==> config.mk <==
export PLATFORM = sky130hd
export DESIGN_NAME = serial_boot_image_deframer_flat
export DESIGN_NICKNAME = d
export VERILOG_FILES = /design/src/rtl/sbid_pkg.sv /design/src/rtl/sbid_rx_if.sv /design/src/rtl/sbid_result_if.sv /design/src/rtl/sbid_cfg_if.sv /design/src/rtl/serial_boot_image_deframer.sv /design/src/rtl/sbid_front.sv /design/src/rtl/sbid_queue.sv /design/src/rtl/sbid_back.sv /design/src/flat_wrapper.sv
export SDC_FILE = /design/constraint.sdc
export NUM_CORES = 1
export LEC_CHECK = 0
export BUFFER_PORTS_ARGS = -buffer_cell sky130_fd_sc_hd__buf_2
export CORE_UTILIZATION = 36
export DETAILED_ROUTE_END_ITERATION = 8
export PLACE_DENSITY_LB_ADDON = 0.1
export SLEW_MARGIN = 30
export SYNTH_ARGS = -nofsm -noshare
export SYNTH_HDL_FRONTEND = slang
export SYNTH_SLANG_ARGS = --single-unit
==> constraint.sdc <==
create_clock -name clk -period 4.65 [get_ports clk]
set_input_delay 0.6975 -clock clk [delete_from_list [all_inputs] [get_ports clk]]
set_output_delay 0.6975 -clock clk [all_outputs]
set_load 0.02 [all_outputs]
==> src/rtl/sbid_pkg.sv <==
// ----------------------------------------------------------------------------
// Serial boot image deframer package
// Shared types and constants for the deframer front, queue and back end.
// ----------------------------------------------------------------------------
`default_nettype none

package sbid_pkg;

  localparam int CFG_INDEX_W = 2;
  localparam logic [31:0] MAGIC_RESET = 32'h544F4F42;

  typedef enum logic [1:0] {
    PH_HUNT = 2'd0,
    PH_SIZE = 2'd1,
    PH_LOAD = 2'd2
  } phase_t;

  typedef enum logic [CFG_INDEX_W-1:0] {
    REG_LOAD_BASE = 2'd0,
    REG_MAGIC     = 2'd1
  } cfg_reg_t;

  typedef struct packed {
    logic        kind;
    logic [31:0] index;
    logic [7:0]  data;
    logic [31:0] size;
    logic        last;
  } cmd_t;

  typedef struct packed {
    logic full;
    logic empty;
  } q_status_t;

endpackage

`default_nettype wire

==> src/rtl/sbid_rx_if.sv <==
// ----------------------------------------------------------------------------
// Received byte channel
// Carries one serial byte per item with a valid/ready handshake.
// ----------------------------------------------------------------------------
`default_nettype none

interface sbid_rx_if;
  logic       valid;
  logic       ready;
  logic [7:0] rx_byte;

  modport source (output valid, output rx_byte, input ready);
  modport sink (input valid, input rx_byte, output ready);
endinterface

`default_nettype wire

==> src/rtl/sbid_result_if.sv <==
// ----------------------------------------------------------------------------
// Result channel
// Carries header results and payload memory writes with valid/ready.
// ----------------------------------------------------------------------------
`default_nettype none

interface sbid_result_if;
  logic        valid;
  logic        ready;
  logic        kind;
  logic [31:0] write_address;
  logic [7:0]  write_data;
  logic [31:0] image_size;
  logic        last;

  modport source (output valid, output kind, output write_address, output write_data,
                  output image_size, output last, input ready);
  modport sink (input valid, input kind, input write_address, input write_data,
                input image_size, input last, output ready);
endinterface

`default_nettype wire

==> src/rtl/sbid_cfg_if.sv <==
// ----------------------------------------------------------------------------
// Configuration write channel
// Carries a register index and write data with a valid/ready handshake.
// ----------------------------------------------------------------------------
`default_nettype none

interface sbid_cfg_if;
  import sbid_pkg::*;
  logic                   valid;
  logic                   ready;
  logic [CFG_INDEX_W-1:0] index;
  logic [31:0]            data;

  modport source (output valid, output index, output data, input ready);
  modport sink (input valid, input index, input data, output ready);
endinterface

`default_nettype wire

==> src/rtl/serial_boot_image_deframer.sv <==
// ----------------------------------------------------------------------------
// Serial boot image deframer
// Hunts for the magic word in aligned little-endian groups, takes the image
// size and issues one memory write per payload byte.
// ----------------------------------------------------------------------------
// Channel  Direction  Payload
// rx       sink       rx_byte
// result   source     kind, write_address, write_data, image_size, last
// cfg      sink       index, data (load base address, magic word)
//
// One byte is accepted every cycle while the command queue has room; a result
// passes from the front through a two-entry command queue into the output
// register, which holds it until its sink takes it.
// The front stalls only when that queue is full, the back end only when the
// result register is held by its sink. Synchronous reset returns to hunting.
// Configuration writes are taken every cycle.
// ----------------------------------------------------------------------------
`default_nettype none

module serial_boot_image_deframer #(
  parameter int ADDR_WIDTH = 32
) (
  input  wire logic     clk,
  input  wire logic     rst,
  sbid_rx_if.sink       rx,
  sbid_result_if.source result,
  sbid_cfg_if.sink      cfg
);
  import sbid_pkg::*;

  logic [31:0] load_base_address;
  logic [31:0] magic_word;
  cmd_t        push_cmd;
  logic        push;
  cmd_t        head;
  logic        pop;
  q_status_t   q_status;

  assign cfg.ready = 1'b1;

  always_ff @(posedge clk) begin
    if (rst) begin
      load_base_address <= '0;
      magic_word        <= MAGIC_RESET;
    end else if (cfg.valid && cfg.ready) begin
      unique case (cfg.index)
        REG_LOAD_BASE: load_base_address <= cfg.data;
        REG_MAGIC:     magic_word        <= cfg.data;
        default:       ;
      endcase
    end
  end

  sbid_front u_front (
    .clk        (clk),
    .rst        (rst),
    .rx         (rx),
    .magic_word (magic_word),
    .q_status   (q_status),
    .cmd        (push_cmd),
    .cmd_push   (push)
  );

  sbid_queue u_queue (
    .clk      (clk),
    .rst      (rst),
    .push_cmd (push_cmd),
    .push     (push),
    .pop      (pop),
    .head     (head),
    .status   (q_status)
  );

  sbid_back #(
    .ADDR_WIDTH (ADDR_WIDTH)
  ) u_back (
    .clk               (clk),
    .rst               (rst),
    .head              (head),
    .q_status          (q_status),
    .load_base_address (load_base_address),
    .pop               (pop),
    .result            (result)
  );

`ifndef ASSERT_OFF
  a_header_last: assert property (@(posedge clk) disable iff (rst)
    result.valid && !result.kind |-> (result.last == (result.image_size == 32'd0)))
    else $error("header last flag does not match zero image size");

  a_header_zero: assert property (@(posedge clk) disable iff (rst)
    result.valid && !result.kind |-> (result.write_address == 32'd0 &&
                                      result.write_data == 8'd0))
    else $error("header result carries address or data");

  a_reset_idle: assert property (@(posedge clk) rst |=> !result.valid)
    else $error("result valid after reset");
`endif

endmodule

`default_nettype wire

==> src/rtl/sbid_front.sv <==
// ----------------------------------------------------------------------------
// Deframer front
// Accepts bytes, hunts for the magic word, collects the size and issues
// header and payload commands into the queue.
// ----------------------------------------------------------------------------
`default_nettype none

module sbid_front (
  input  wire logic              clk,
  input  wire logic              rst,
  sbid_rx_if.sink                rx,
  input  wire logic [31:0]       magic_word,
  input  wire sbid_pkg::q_status_t q_status,
  output sbid_pkg::cmd_t         cmd,
  output logic                   cmd_push
);
  import sbid_pkg::*;

  phase_t      phase, phase_next;
  logic [1:0]  byte_pos, byte_pos_next;
  logic [31:0] word, word_next;
  logic [31:0] size, size_next;
  logic [31:0] index, index_next;
  logic        accept;
  logic [31:0] full_word;

  assign rx.ready  = !q_status.full;
  assign accept    = rx.valid && rx.ready;
  assign full_word = {rx.rx_byte, word[23:0]};

  always_comb begin
    phase_next    = phase;
    byte_pos_next = byte_pos;
    word_next     = word;
    size_next     = size;
    index_next    = index;
    if (accept) begin
      unique case (phase)
        PH_LOAD: begin
          if (index == size - 32'd1) begin
            phase_next = PH_HUNT;
            size_next  = '0;
            index_next = '0;
          end else begin
            index_next = index + 32'd1;
          end
        end
        PH_SIZE: begin
          if (byte_pos != 2'd3) begin
            word_next[{byte_pos, 3'b000} +: 8] = rx.rx_byte;
            byte_pos_next = byte_pos + 2'd1;
          end else begin
            byte_pos_next = '0;
            word_next     = '0;
            index_next    = '0;
            if (full_word == 32'd0) begin
              phase_next = PH_HUNT;
              size_next  = '0;
            end else begin
              phase_next = PH_LOAD;
              size_next  = full_word;
            end
          end
        end
        default: begin
          if (byte_pos != 2'd3) begin
            word_next[{byte_pos, 3'b000} +: 8] = rx.rx_byte;
            byte_pos_next = byte_pos + 2'd1;
          end else begin
            byte_pos_next = '0;
            word_next     = '0;
            phase_next    = (full_word == magic_word) ? PH_SIZE : PH_HUNT;
          end
        end
      endcase
    end
  end

  always_comb begin
    cmd      = '0;
    cmd_push = 1'b0;
    unique case (phase)
      PH_LOAD: begin
        cmd_push  = accept;
        cmd.kind  = 1'b1;
        cmd.index = index;
        cmd.data  = rx.rx_byte;
        cmd.size  = size;
        cmd.last  = (index == size - 32'd1);
      end
      PH_SIZE: begin
        cmd_push = accept && (byte_pos == 2'd3);
        cmd.size = full_word;
        cmd.last = (full_word == 32'd0);
      end
      default: begin
        cmd_push = 1'b0;
      end
    endcase
  end

  always_ff @(posedge clk) begin
    if (rst) begin
      phase    <= PH_HUNT;
      byte_pos <= '0;
      word     <= '0;
      size     <= '0;
      index    <= '0;
    end else begin
      phase    <= phase_next;
      byte_pos <= byte_pos_next;
      word     <= word_next;
      size     <= size_next;
      index    <= index_next;
    end
  end

endmodule

`default_nettype wire

==> src/rtl/sbid_queue.sv <==
// ----------------------------------------------------------------------------
// Command queue
// Two-entry queue that decouples the deframer front from the back end.
// ----------------------------------------------------------------------------
`default_nettype none

module sbid_queue (
  input  wire logic            clk,
  input  wire logic            rst,
  input  wire sbid_pkg::cmd_t  push_cmd,
  input  wire logic            push,
  input  wire logic            pop,
  output sbid_pkg::cmd_t       head,
  output sbid_pkg::q_status_t  status
);
  import sbid_pkg::*;

  cmd_t       entry [2];
  logic       wr_ptr;
  logic       rd_ptr;
  logic [1:0] count;
  logic       do_push;
  logic       do_pop;

  assign status.full  = (count == 2'd2);
  assign status.empty = (count == 2'd0);
  assign do_push      = push && !status.full;
  assign do_pop       = pop && !status.empty;
  assign head         = entry[rd_ptr];

  always_ff @(posedge clk) begin
    if (do_push) begin
      entry[wr_ptr] <= push_cmd;
    end
  end

  always_ff @(posedge clk) begin
    if (rst) begin
      wr_ptr <= 1'b0;
      rd_ptr <= 1'b0;
      count  <= '0;
    end else begin
      if (do_push) begin
        wr_ptr <= !wr_ptr;
      end
      if (do_pop) begin
        rd_ptr <= !rd_ptr;
      end
      count <= count + {1'b0, do_push} - {1'b0, do_pop};
    end
  end

endmodule

`default_nettype wire

==> src/rtl/sbid_back.sv <==
// ----------------------------------------------------------------------------
// Deframer back end
// Forms the write address for each payload command and holds the result register.
// ----------------------------------------------------------------------------
`default_nettype none

module sbid_back #(
  parameter int ADDR_WIDTH = 32
) (
  input  wire logic                clk,
  input  wire logic                rst,
  input  wire sbid_pkg::cmd_t      head,
  input  wire sbid_pkg::q_status_t q_status,
  input  wire logic [31:0]         load_base_address,
  output logic                     pop,
  sbid_result_if.source            result
);
  import sbid_pkg::*;

  localparam logic [63:0] AddrMask64 = {64{1'b1}} >> (64 - ADDR_WIDTH);
  localparam logic [31:0] AddrMask   = AddrMask64[31:0];

  logic [31:0] sum;

  assign sum = (load_base_address + head.index) & AddrMask;
  assign pop = !q_status.empty && (!result.valid || result.ready);

  always_ff @(posedge clk) begin
    if (pop) begin
      result.kind          <= head.kind;
      result.write_address <= head.kind ? sum : 32'd0;
      result.write_data    <= head.data;
      result.image_size    <= head.size;
      result.last          <= head.last;
    end
  end

  always_ff @(posedge clk) begin
    if (rst) begin
      result.valid <= 1'b0;
    end else if (pop) begin
      result.valid <= 1'b1;
    end else if (result.ready) begin
      result.valid <= 1'b0;
    end
  end

endmodule

`default_nettype wire
==> src/flat_wrapper.sv <==
// flat-port wrapper written by rule: the top's interface ports become plain ports
module serial_boot_image_deframer_flat import sbid_pkg::*;
#(
  parameter int ADDR_WIDTH = 32
)
  (clk, rst, rx_valid, rx_rx_byte, rx_ready, result_valid, result_kind, result_write_address, result_write_data, result_image_size, result_last, result_ready, cfg_valid, cfg_index, cfg_data, cfg_ready);
  sbid_rx_if rx_i ();
  sbid_result_if result_i ();
  sbid_cfg_if cfg_i ();
  input  wire logic clk;
  input  wire logic rst;
  input wire logic [$bits(rx_i.valid)-1:0] rx_valid;
  input wire logic [$bits(rx_i.rx_byte)-1:0] rx_rx_byte;
  output wire logic [$bits(rx_i.ready)-1:0] rx_ready;
  output wire logic [$bits(result_i.valid)-1:0] result_valid;
  output wire logic [$bits(result_i.kind)-1:0] result_kind;
  output wire logic [$bits(result_i.write_address)-1:0] result_write_address;
  output wire logic [$bits(result_i.write_data)-1:0] result_write_data;
  output wire logic [$bits(result_i.image_size)-1:0] result_image_size;
  output wire logic [$bits(result_i.last)-1:0] result_last;
  input wire logic [$bits(result_i.ready)-1:0] result_ready;
  input wire logic [$bits(cfg_i.valid)-1:0] cfg_valid;
  input wire logic [$bits(cfg_i.index)-1:0] cfg_index;
  input wire logic [$bits(cfg_i.data)-1:0] cfg_data;
  output wire logic [$bits(cfg_i.ready)-1:0] cfg_ready;
  assign rx_i.valid = rx_valid;
  assign rx_i.rx_byte = rx_rx_byte;
  assign rx_ready = rx_i.ready;
  assign result_valid = result_i.valid;
  assign result_kind = result_i.kind;
  assign result_write_address = result_i.write_address;
  assign result_write_data = result_i.write_data;
  assign result_image_size = result_i.image_size;
  assign result_last = result_i.last;
  assign result_i.ready = result_ready;
  assign cfg_i.valid = cfg_valid;
  assign cfg_i.index = cfg_index;
  assign cfg_i.data = cfg_data;
  assign cfg_ready = cfg_i.ready;
  serial_boot_image_deframer #(.ADDR_WIDTH(ADDR_WIDTH)) u_core (.clk(clk), .rst(rst), .rx(rx_i), .result(result_i), .cfg(cfg_i));
endmodule
# --- Yosys cells after proc, flatten, opt, wreduce, memory -nomap -nowiden ---
# Memories as Yosys holds them, arrays and structs flattened. A register that Yosys moved wholly into a read port is not among the register bits.
# Cells that the tools add are included.
classes:
  addsub: 7
  n_eq_ne: 11
  shifts: 2
  muxes: 25
  bitwise_logic: 1
  reduce_logical: 22
op_table:
  columns: ["op", "n"]
  rows:
  - ["$mux 32", 6]
  - ["$pmux 32 s2", 2]
  - ["$pmux 33 s2", 1]
  - ["$eq 32x32->1", 2]
  - ["$mux 41", 1]
  - ["$add 32x1->32 const B", 1]
  - ["$add 32x32->32", 1]
  - ["$bwmux 32", 1]
  - ["$logic_not 32->1", 1]
  - ["$shift 8x7->32 const A", 1]
  - ["$shiftx 8x7->32", 1]
  - ["$sub 32x1->32 const B", 1]
  - ["$mux 2", 5]
  - ["$reduce_and 4->1", 2]
  - ["$mux 1", 7]
  - ["$neg 5->7", 1]
  - ["$eq 2x2->1 const B", 3]
  - ["$ne 2x2->1 const B", 3]
  - ["$reduce_and 2->1", 3]
  - ["$logic_and 1x1->1", 5]
  - ["$logic_not 1->1", 5]
  - ["$eq 2x1->1 const B", 2]
  - ["$logic_not 2->1", 2]
  - ["$pmux 2 s2", 1]
  - ["other kinds (9)", 10]
totals:
  register_bits: 243
  mem_bits_rw: 148
  inputBits: 47
  out_inout_bits: 77
  wordCells: 85
  n_memories: 1
memory_table:
  columns: ["memory", "words", "word_bits", "read_ports", "rd_ports_with_merged_regs", "wr", "line_no", "source"]
  rows:
  - ["u_core.u_queue.entry", 2, 74, 1, 1, 1, "sbid_queue.sv:18", "cmd_t entry [2];"]

# --- Depth between registers and ports, before layout ---
# Gate-level depths: netlist of run 1.
depth:
  ltp_word: 8
  depth_mapped: 15
  ltp_nobuf: 13

# --- Cells and area by module ---
# Synthesis of run 1 repeated with hierarchy kept, for this count alone.
hier_totals:
  cells_unflattened: 1633
  area_unflattened_um2: 18536.5
modules_own_cells:
  columns: ["module", "instances", "cells_each", "area_per_inst_um2", "seq_area_each_um2"]
  rows:
  - ["sbid_front", 1, 743, 6038.3, 1841.8]
  - ["sbid_queue", 1, 257, 5592.9, 4544.4]
  - ["sbid_back", 1, 369, 4204.0, 2242.2]
  - ["serial_boot_image_deframer", 1, 264, 2701.3, 1281.2]

# --- Worst setup path before layout of run 1 ---
# OpenSTA, ideal clock, no wires.
synth_timing:
  path_kind: "reg-to-reg"
  from: "register u_core.u_front.phase[1]"
  to: "memory u_core.u_queue.entry[0][0] (netlist name) (enable)"
  setup_ns: 0.507
  t_arrival_ns: 4.570
  slack_ns: -0.427
  stages_incl_launch_ff: 9
  period_less_slack_ns: 5.077
  path_cell_list: "dfxtp_1 > inv_1 > ha_1 > clkbuf_1 > clkbuf_1 > a21oi_1 > nor3_1 > inv_1 > nor2_1"
synth_via:
  elab_chain_cells: 5
  word_cells_on_any_way: 6
synth_rtl:
  columns: ["element", "line_no", "source"]
  rows:
  - ["start: declaration", "sbid_front.sv:19", "phase_t phase, phase_next;"]
  - ["start signal: assignment", "sbid_front.sv:110", "phase <= phase_next;"]
  - ["$eq 2x1->1 or $eq 2x2->1 (tied branches)", "sbid_front.sv:82", "unique case (phase)"]
  - ["$pmux 1 s2 (*)", "sbid_front.sv:82", null]
  - ["$logic_and 1x1->1 (*)", "sbid_queue.sv:27", "assign do_push = push && !status.full;"]
  - ["$mux 1 (*)", "sbid_queue.sv:32", "if (do_push) begin"]
  - ["$mux 1 (implied by the code) (*)", "sbid_queue.sv:33", "entry[wr_ptr] <= push_cmd;"]
  - ["end: declaration", "sbid_queue.sv:18", null]
# Every way passes the cells marked *; elsewhere a longest branch is shown, timed or not.

==> metrics.csv, run 1 <==
metric,value,unit
Setup crit start kind,flip-flop,
count of nets left with antenna violations after detail routing,0,
largest cells by area after synthesis,"sky130_fd_sc_hd__edfxtp_1 35%, sky130_fd_sc_hd__dfxtp_1 17%, sky130_fd_sc_hd__nand2_1 4.9%",
remaining max-slew budget at the tightest pin,0.356,
post-CTS setup buffers,0,
power density cells,339,mW/mm^2
post-cts hold buffer count,0,
"Distinct cells, synth",74,
cells traversed along the worst timing path,mux2_2 > ha_1 > inv_1 > fa_1 > nand2b_1 > a2111oi_0 > o21ai_0 > a31oi_1 > o31ai_1 > o21ai_0 > o41ai_1 > xnor2_1 > and2_1,
H-tree levels,2,
CTS Buffer Depth,3,
DIE WIDTH,231,microns
number of enable flip-flop cells after synthesis,222,
antenna cell count,0,
number of inserted filler cells in the final layout,5030,
Seq cells post-synth,384,
maximum ir drop on the vdd rail,218,uV
fraction of layout cells with a size suffix above 1,0.160,
total via count in the routed design,14300,
clock network latency to the later pin of the worst-skew pair,570,ps
register area,0.00991,sq mm
Min-Delay Path Class,in2reg,
clock tree from TritonCTS,yes,
top-level I/O count,124,
cell family with most CP delay,compound AO/OA/AOI/OAI gates,
CP max FO,26,
post-synthesis cell type with the largest combined area,sky130_fd_sc_hd__edfxtp_1,
proportion of register bits with asynchronous set or reset after synthesis,0,
Leakage,8.21,nW
proportion of synthesized chip area in sequential cells,0.526,
Final Skew,14.5,ps
clock sinks,384,
cts bufs inserted,43,
RD Place Congestion,0.875,
number of nets in the finished design,1986,
Crit path top cell by count,sky130_fd_sc_hd__o21ai_0,
number of cells produced by synthesis,1824,
number of failing hold endpoints at the final stage,0,
placeable core area,0.0515,sq mm
Arrival @ worst endpoint,4310,ps
share of Yosys cell area claimed by the top area cell type,0.354,
"leading cell type in the layout, fill and taps excluded",sky130_fd_sc_hd__nand2_1,
average wire per standard cell,21.4,microns
first-pass GRT wire length,84.5,mm
routed vias/inst,5.46,
aggregate global routing overflow,0,
outcome,finished clean,
Post-route DRC,0,
highest clock frequency the design can meet,251,MHz
antenna violations before repair,2,
first-iteration detailed-routing DRC count,1155,
Synth warnings,0,
GRT Resource Usage Total,0.208,
area of the die,0.0532,sq mm
max-cap violation count,0,
via count of the first global-routing pass,13600,
Design Power,7.30,mW
core utilization of the finished layout,0.418,
start-to-end type of the worst setup path,reg2reg,
vertical die dimension,231,microns
quantity of I/O buffers inserted on ports,122,
data required time at the worst endpoint,4980,ps
WP buf/inv,1,
post-cts resize count,0,
first drt pass iteration count,5,
final-layout setup total negative slack,0,ps
Post-synth top flop,sky130_fd_sc_hd__edfxtp_1,
net count after synthesis,1914,
highest-count cells in the layout ignoring fill and taps,"246 x sky130_fd_sc_hd__nand2_1, 222 x sky130_fd_sc_hd__edfxtp_1, 161 x sky130_fd_sc_hd__dfxtp_1",
area overhead of the layout relative to synthesis,14.3,%
final HPWL from detailed placement,39.3,mm
root cell of the clock tree,sky130_fd_sc_hd__clkbuf_16,
number of pins with negative max-slew slack in the final report,0,
total wire length,55.9,mm
Mapped Avg Cell Area,10.3,sq um
number of rows in the core area,83,
crit end category,flip-flop,
slew at the pin closest to its max-slew limit,953,ps
shortest period the worst path allows,3980,ps
Worst-path clk slew,60,ps
Tcrit/Tclk final,0.856,
unrepaired setup endpoints after global routing,false,
initial core utilization,0.365,
pin count of the biggest net entering global routing,147,
area taken by multi-input logic gates,0.00835,sq mm
cell area after synthesis,0.0188,sq mm
stage delay of the slowest cell on the critical path,590,ps
number of setup violations in the final report,0,
cell at the slowest stage of the critical path,sky130_fd_sc_hd__dfxtp_4,
-- Yosys cell counts, types with 11 or more instances --
cell                       number
sky130_fd_sc_hd__and3_1        39
sky130_fd_sc_hd__or4_1         38
sky130_fd_sc_hd__inv_1         25
sky130_fd_sc_hd__nor4_1        31
sky130_fd_sc_hd__o21ai_1       22
sky130_fd_sc_hd__mux2_2        72
sky130_fd_sc_hd__a22o_1        34
sky130_fd_sc_hd__ha_1          42
sky130_fd_sc_hd__and2_1        44
sky130_fd_sc_hd__dfxtp_1      162
sky130_fd_sc_hd__edfxtp_1     222
sky130_fd_sc_hd__nor3_1        48
sky130_fd_sc_hd__xor2_1        44
sky130_fd_sc_hd__o31ai_1       11
sky130_fd_sc_hd__nor2_1        78
sky130_fd_sc_hd__a21oi_1      107
sky130_fd_sc_hd__nor4b_1       24
sky130_fd_sc_hd__nand3b_1      44
sky130_fd_sc_hd__nand3_1       47
sky130_fd_sc_hd__nand4_1       20
sky130_fd_sc_hd__nand2_1      246
sky130_fd_sc_hd__nand2b_1      43
sky130_fd_sc_hd__clkbuf_1     109
sky130_fd_sc_hd__xnor2_1       55
sky130_fd_sc_hd__or3_1         14
sky130_fd_sc_hd__o21ai_0       65
-- state kept, by name (all words and copies together) (netlist names), 2 cells and up, named ones only --
register	cells
u_core.u_back.result.write_data	8
u_core.u_front.index	32
u_core.load_base_address	32
u_core.u_queue.count	2
u_core.u_front.byte_pos	2
u_core.u_front.size	32
u_core.u_front.phase	2
u_core.u_front.word	24
u_core.magic_word	32
u_core.u_back.result.image_size	32
u_core.u_back.result.write_address	32
u_core.u_queue.entry	148
-- worst min-delay path: cells and delay by family --
family	cells	cell delay [ps]
simple gates	2	110
buf+inv	1	100
-- worst paths after layout --
| kind | from | to | slack [ps] | cells past startpoint |
|---|---|---|---|---|
| min reg2reg | u_core.load_base_address[6] | u_core.load_base_address[6] | 470 | 2 |
| max | flip-flop | u_core.u_back.result.write_address[30] | 670 | 13 |
| min | cfg_data[26] | u_core.magic_word[26] | 380 | 3 |
| max reg2reg | flip-flop | u_core.u_back.result.write_address[30] | 670 | 13 |
-- where the power goes --
part | internal [mW] | switching (mW) | leakage [nW]
Combinational | 0.0864 | 0.163 | 3.95
Sequential | 3.58 | 0.0319 | 3.59
Clock | 2.04 | 1.39 | 0.672
-- layer usage --
metal	global-route usage	up-vias	part of all wire
met2	0.331	316	0.47
li1	-	6797	-
met1	0.297	7080	0.47
met3	0.0294	59	0.044
met4	0.0470	0	0.015
met5	0.00460	-	0
-- metrics by stage --
stage | cell area, sq um | hold WS, ps | worst slack [ps] | instances
finish | 21500 | 380 | 670 | 2610
global route | 21500 | 377 | 270 | 2610
CTS | 21500 | 350 | 697 | 2610
detailed placement | 20100 | 458 | 689 | 2531
global placement | 20100 | 454 | 707 | 2531
floorplan | 18800 | 440 | 682 | 1824
-- cell type report --
cell class                      count  share of cell area
Inverter                           25             0.00436
Clock inverter                     18             0.00866
Multi-Input combinational cell   1290               0.388
Clock buffer                       61              0.0566
Tap cell                          680              0.0395
Sequential cell                   384               0.461
Timing Repair Buffer              152              0.0421
-- cells by family (layout without fill, tap and decap cells) --
family / after synthesis / in the layout / synth area share
xor gates and xnor gates: 99 / 99 / 0.0461
AOI/OAI and AO/OA: 309 / 309 / 0.101
other: 1 / 1 / 0.000199
buffers and inverters: 150 / 256 / 0.0326
adders and majority gates: 43 / 43 / 0.0290
and+or+nand+nor: 760 / 760 / 0.218
DFF: 384 / 384 / 0.526
muxes: 78 / 78 / 0.0463
Note: power is estimated with default switching activity, not from simulation.
==> run 2, diff against run 1 <==
--- a/config.mk
+++ b/config.mk
@@ -9,6 +9,7 @@
 export CORE_UTILIZATION = 36
 export DETAILED_ROUTE_END_ITERATION = 8
 export PLACE_DENSITY_LB_ADDON = 0.1
+export REMOVE_ABC_BUFFERS = 1
 export SLEW_MARGIN = 30
 export SYNTH_ARGS = -nofsm -noshare
 export SYNTH_HDL_FRONTEND = slang
==> constraint.sdc (replaced) <==
create_clock -name clk -period 4.7 [get_ports clk]
set_input_delay 0.705 -clock clk [delete_from_list [all_inputs] [get_ports clk]]
set_output_delay 0.705 -clock clk [all_outputs]
set_load 0.02 [all_outputs]
==> run 2 against run 1 <==
Global-route usage shrank 0.26 points; clock skew grew 3.3 ps; maximum frequency shrank 4.2%; clock power is essentially flat; critical endpoint unchanged; critical path depth is the same.
==> metrics.csv, run 2 (synthesized netlist as in run 1, its figures left out) <==
metric,value,unit
initial core utilization,0.365,
crit end category,flip-flop,
RD Place Congestion,0.852,
Arrival @ worst endpoint,4470,ps
aggregate global routing overflow,0,
total wire length,55.0,mm
Setup crit start kind,flip-flop,
CTS Buffer Depth,3,
Post-route DRC,0,
clock tree from TritonCTS,yes,
reg2reg end,u_core.u_back.result.write_address[30],
start-to-end type of the worst setup path,reg2reg,
number of failing hold endpoints at the final stage,0,
max-cap violation count,0,
post-cts resize count,0,
highest clock frequency the design can meet,241,MHz
vertical die dimension,231,microns
FF-to-FF setup slack,550,ps
root cell of the clock tree,sky130_fd_sc_hd__clkbuf_16,
first drt pass iteration count,5,
power density cells,338,mW/mm^2
H-tree levels,2,
post-CTS setup buffers,0,
first-pass GRT wire length,83.8,mm
fraction of layout cells with a size suffix above 1,0.163,
WP depth,13,
outcome,finished clean,
antenna violations before repair,0,
number of inserted filler cells in the final layout,5039,
register with the most flip-flops,u_core.u_queue.entry,
GRT Resource Usage Total,0.205,
pin count of the biggest net entering global routing,97,
Tcrit/Tclk final,0.884,
clock sinks,384,
cell at the slowest stage of the critical path,sky130_fd_sc_hd__o31ai_1,
clock network latency to the later pin of the worst-skew pair,570,ps
DIE WIDTH,231,microns
number of pins with negative max-slew slack in the final report,0,
shortest period the worst path allows,4150,ps
maximum ir drop on the vdd rail,198,uV
WP buf/inv,1,
placed standard-cell area,0.0201,sq mm
antenna cell count,0,
count of nets left with antenna violations after detail routing,0,
area of the die,0.0532,sq mm
highest-count cells in the layout ignoring fill and taps,"246 x sky130_fd_sc_hd__nand2_1, 222 x sky130_fd_sc_hd__edfxtp_1, 161 x sky130_fd_sc_hd__dfxtp_1",
cell family with most CP delay,compound AO/OA/AOI/OAI gates,
Min-Delay Path Class,in2reg,
first-iteration detailed-routing DRC count,990,
number of rows in the core area,83,
final HPWL from detailed placement,38.3,mm
quantity of I/O buffers inserted on ports,122,
slew at the pin closest to its max-slew limit,991,ps
Hold Startpoint,cfg_data[30],
Worst-path clk slew,60,ps
Cell Count Post-Placement,2528,
final design instance area without fill,0.0215,sq mm
top-level I/O count,124,
total via count in the routed design,14200,
number of nets in the finished design,1985,
placeable core area,0.0515,sq mm
"leading cell type in the layout, fill and taps excluded",sky130_fd_sc_hd__nand2_1,
area overhead of the layout relative to synthesis,14.4,%
Crit path top cell by count,sky130_fd_sc_hd__o21ai_0,
Leakage,8.23,nW
average wire per standard cell,21.1,microns
via count of the first global-routing pass,13600,
stage delay of the slowest cell on the critical path,620,ps
Final Skew,17.8,ps
capture point of the critical path,u_core.u_back.result.write_address[30],
final instance count without filler cells,2611,
number of setup violations in the final report,0,
data required time at the worst endpoint,5020,ps
unrepaired setup endpoints after global routing,false,
flip-flop count of the largest register after layout,148,
cts bufs inserted,44,
cells traversed along the worst timing path,mux2_2 > ha_1 > inv_1 > fa_1 > nand2b_1 > a2111oi_0 > o21ai_0 > a31oi_1 > o31ai_1 > o21ai_0 > o41ai_1 > xnor2_1 > and2_1,
routed vias/inst,5.42,
post-cts hold buffer count,0,
CP max FO,16,
cell depth of the worst flop-to-flop path,13,
remaining max-slew budget at the tightest pin,0.333,
## run 2: worst min path at each step
stage                                               to  slack [ps]  depth (start not counted)
after global placement    u_core.load_base_address[24]         450                          2
after floorplan           u_core.load_base_address[15]         430                          2
after global routing             u_core.magic_word[16]         380                          3
final                            u_core.magic_word[30]         390                          3
after detailed placement  u_core.load_base_address[12]         460                          2
after CTS                        u_core.magic_word[30]         350                          3
## run 2: layout make-up
| cell class | count | area, sq um | share of cell area |
|---|---|---|---|
| clock buffer | 61 | 1270 | 0.0589 |
| tap | 680 | 851 | 0.0395 |
| clock inverter | 21 | 186 | 0.00866 |
| sequential | 384 | 9910 | 0.461 |
| multi-input combinational | 1290 | 8370 | 0.389 |
| timing repair buffer | 150 | 847 | 0.0394 |
| inverter | 25 | 93.8 | 0.00436 |
## run 2: tightest hold or removal path, stage by stage
cell,delay [ps]
sky130_fd_sc_hd__buf_2,100
sky130_fd_sc_hd__nand2_1,50
sky130_fd_sc_hd__nand3b_1,60
## run 2: per-stage QoR
stage | util | hold WS [ps] | total power [mW] | setup WS (ps) | TNS [ps]
after CTS | 0.418 | 354 | 7.39 | 529 | 0
after detailed placement | 0.389 | 455 | 3.90 | 543 | 0
after floorplan | - | 434 | 3.76 | -1410 | -105480
after global routing | 0.418 | 383 | 7.53 | 238 | 0
after global placement | 0.389 | 449 | 3.90 | 638 | 0
final | 0.418 | 387 | 7.28 | 545 | 0
## run 2: power breakdown
part	internal (mW)	switching, mW
clock	2.05	1.40
sequential	3.55	0.0343
combinational	0.0860	0.161
## run 2: routing by layer
layer | global-route usage | up-vias | share of wire
met5 | 0 | - | 0
met4 | 0.0621 | 0 | 0.026
met3 | 0.0279 | 82 | 0.044
met2 | 0.329 | 303 | 0.47
met1 | 0.287 | 6962 | 0.46
li1 | - | 6808 | -
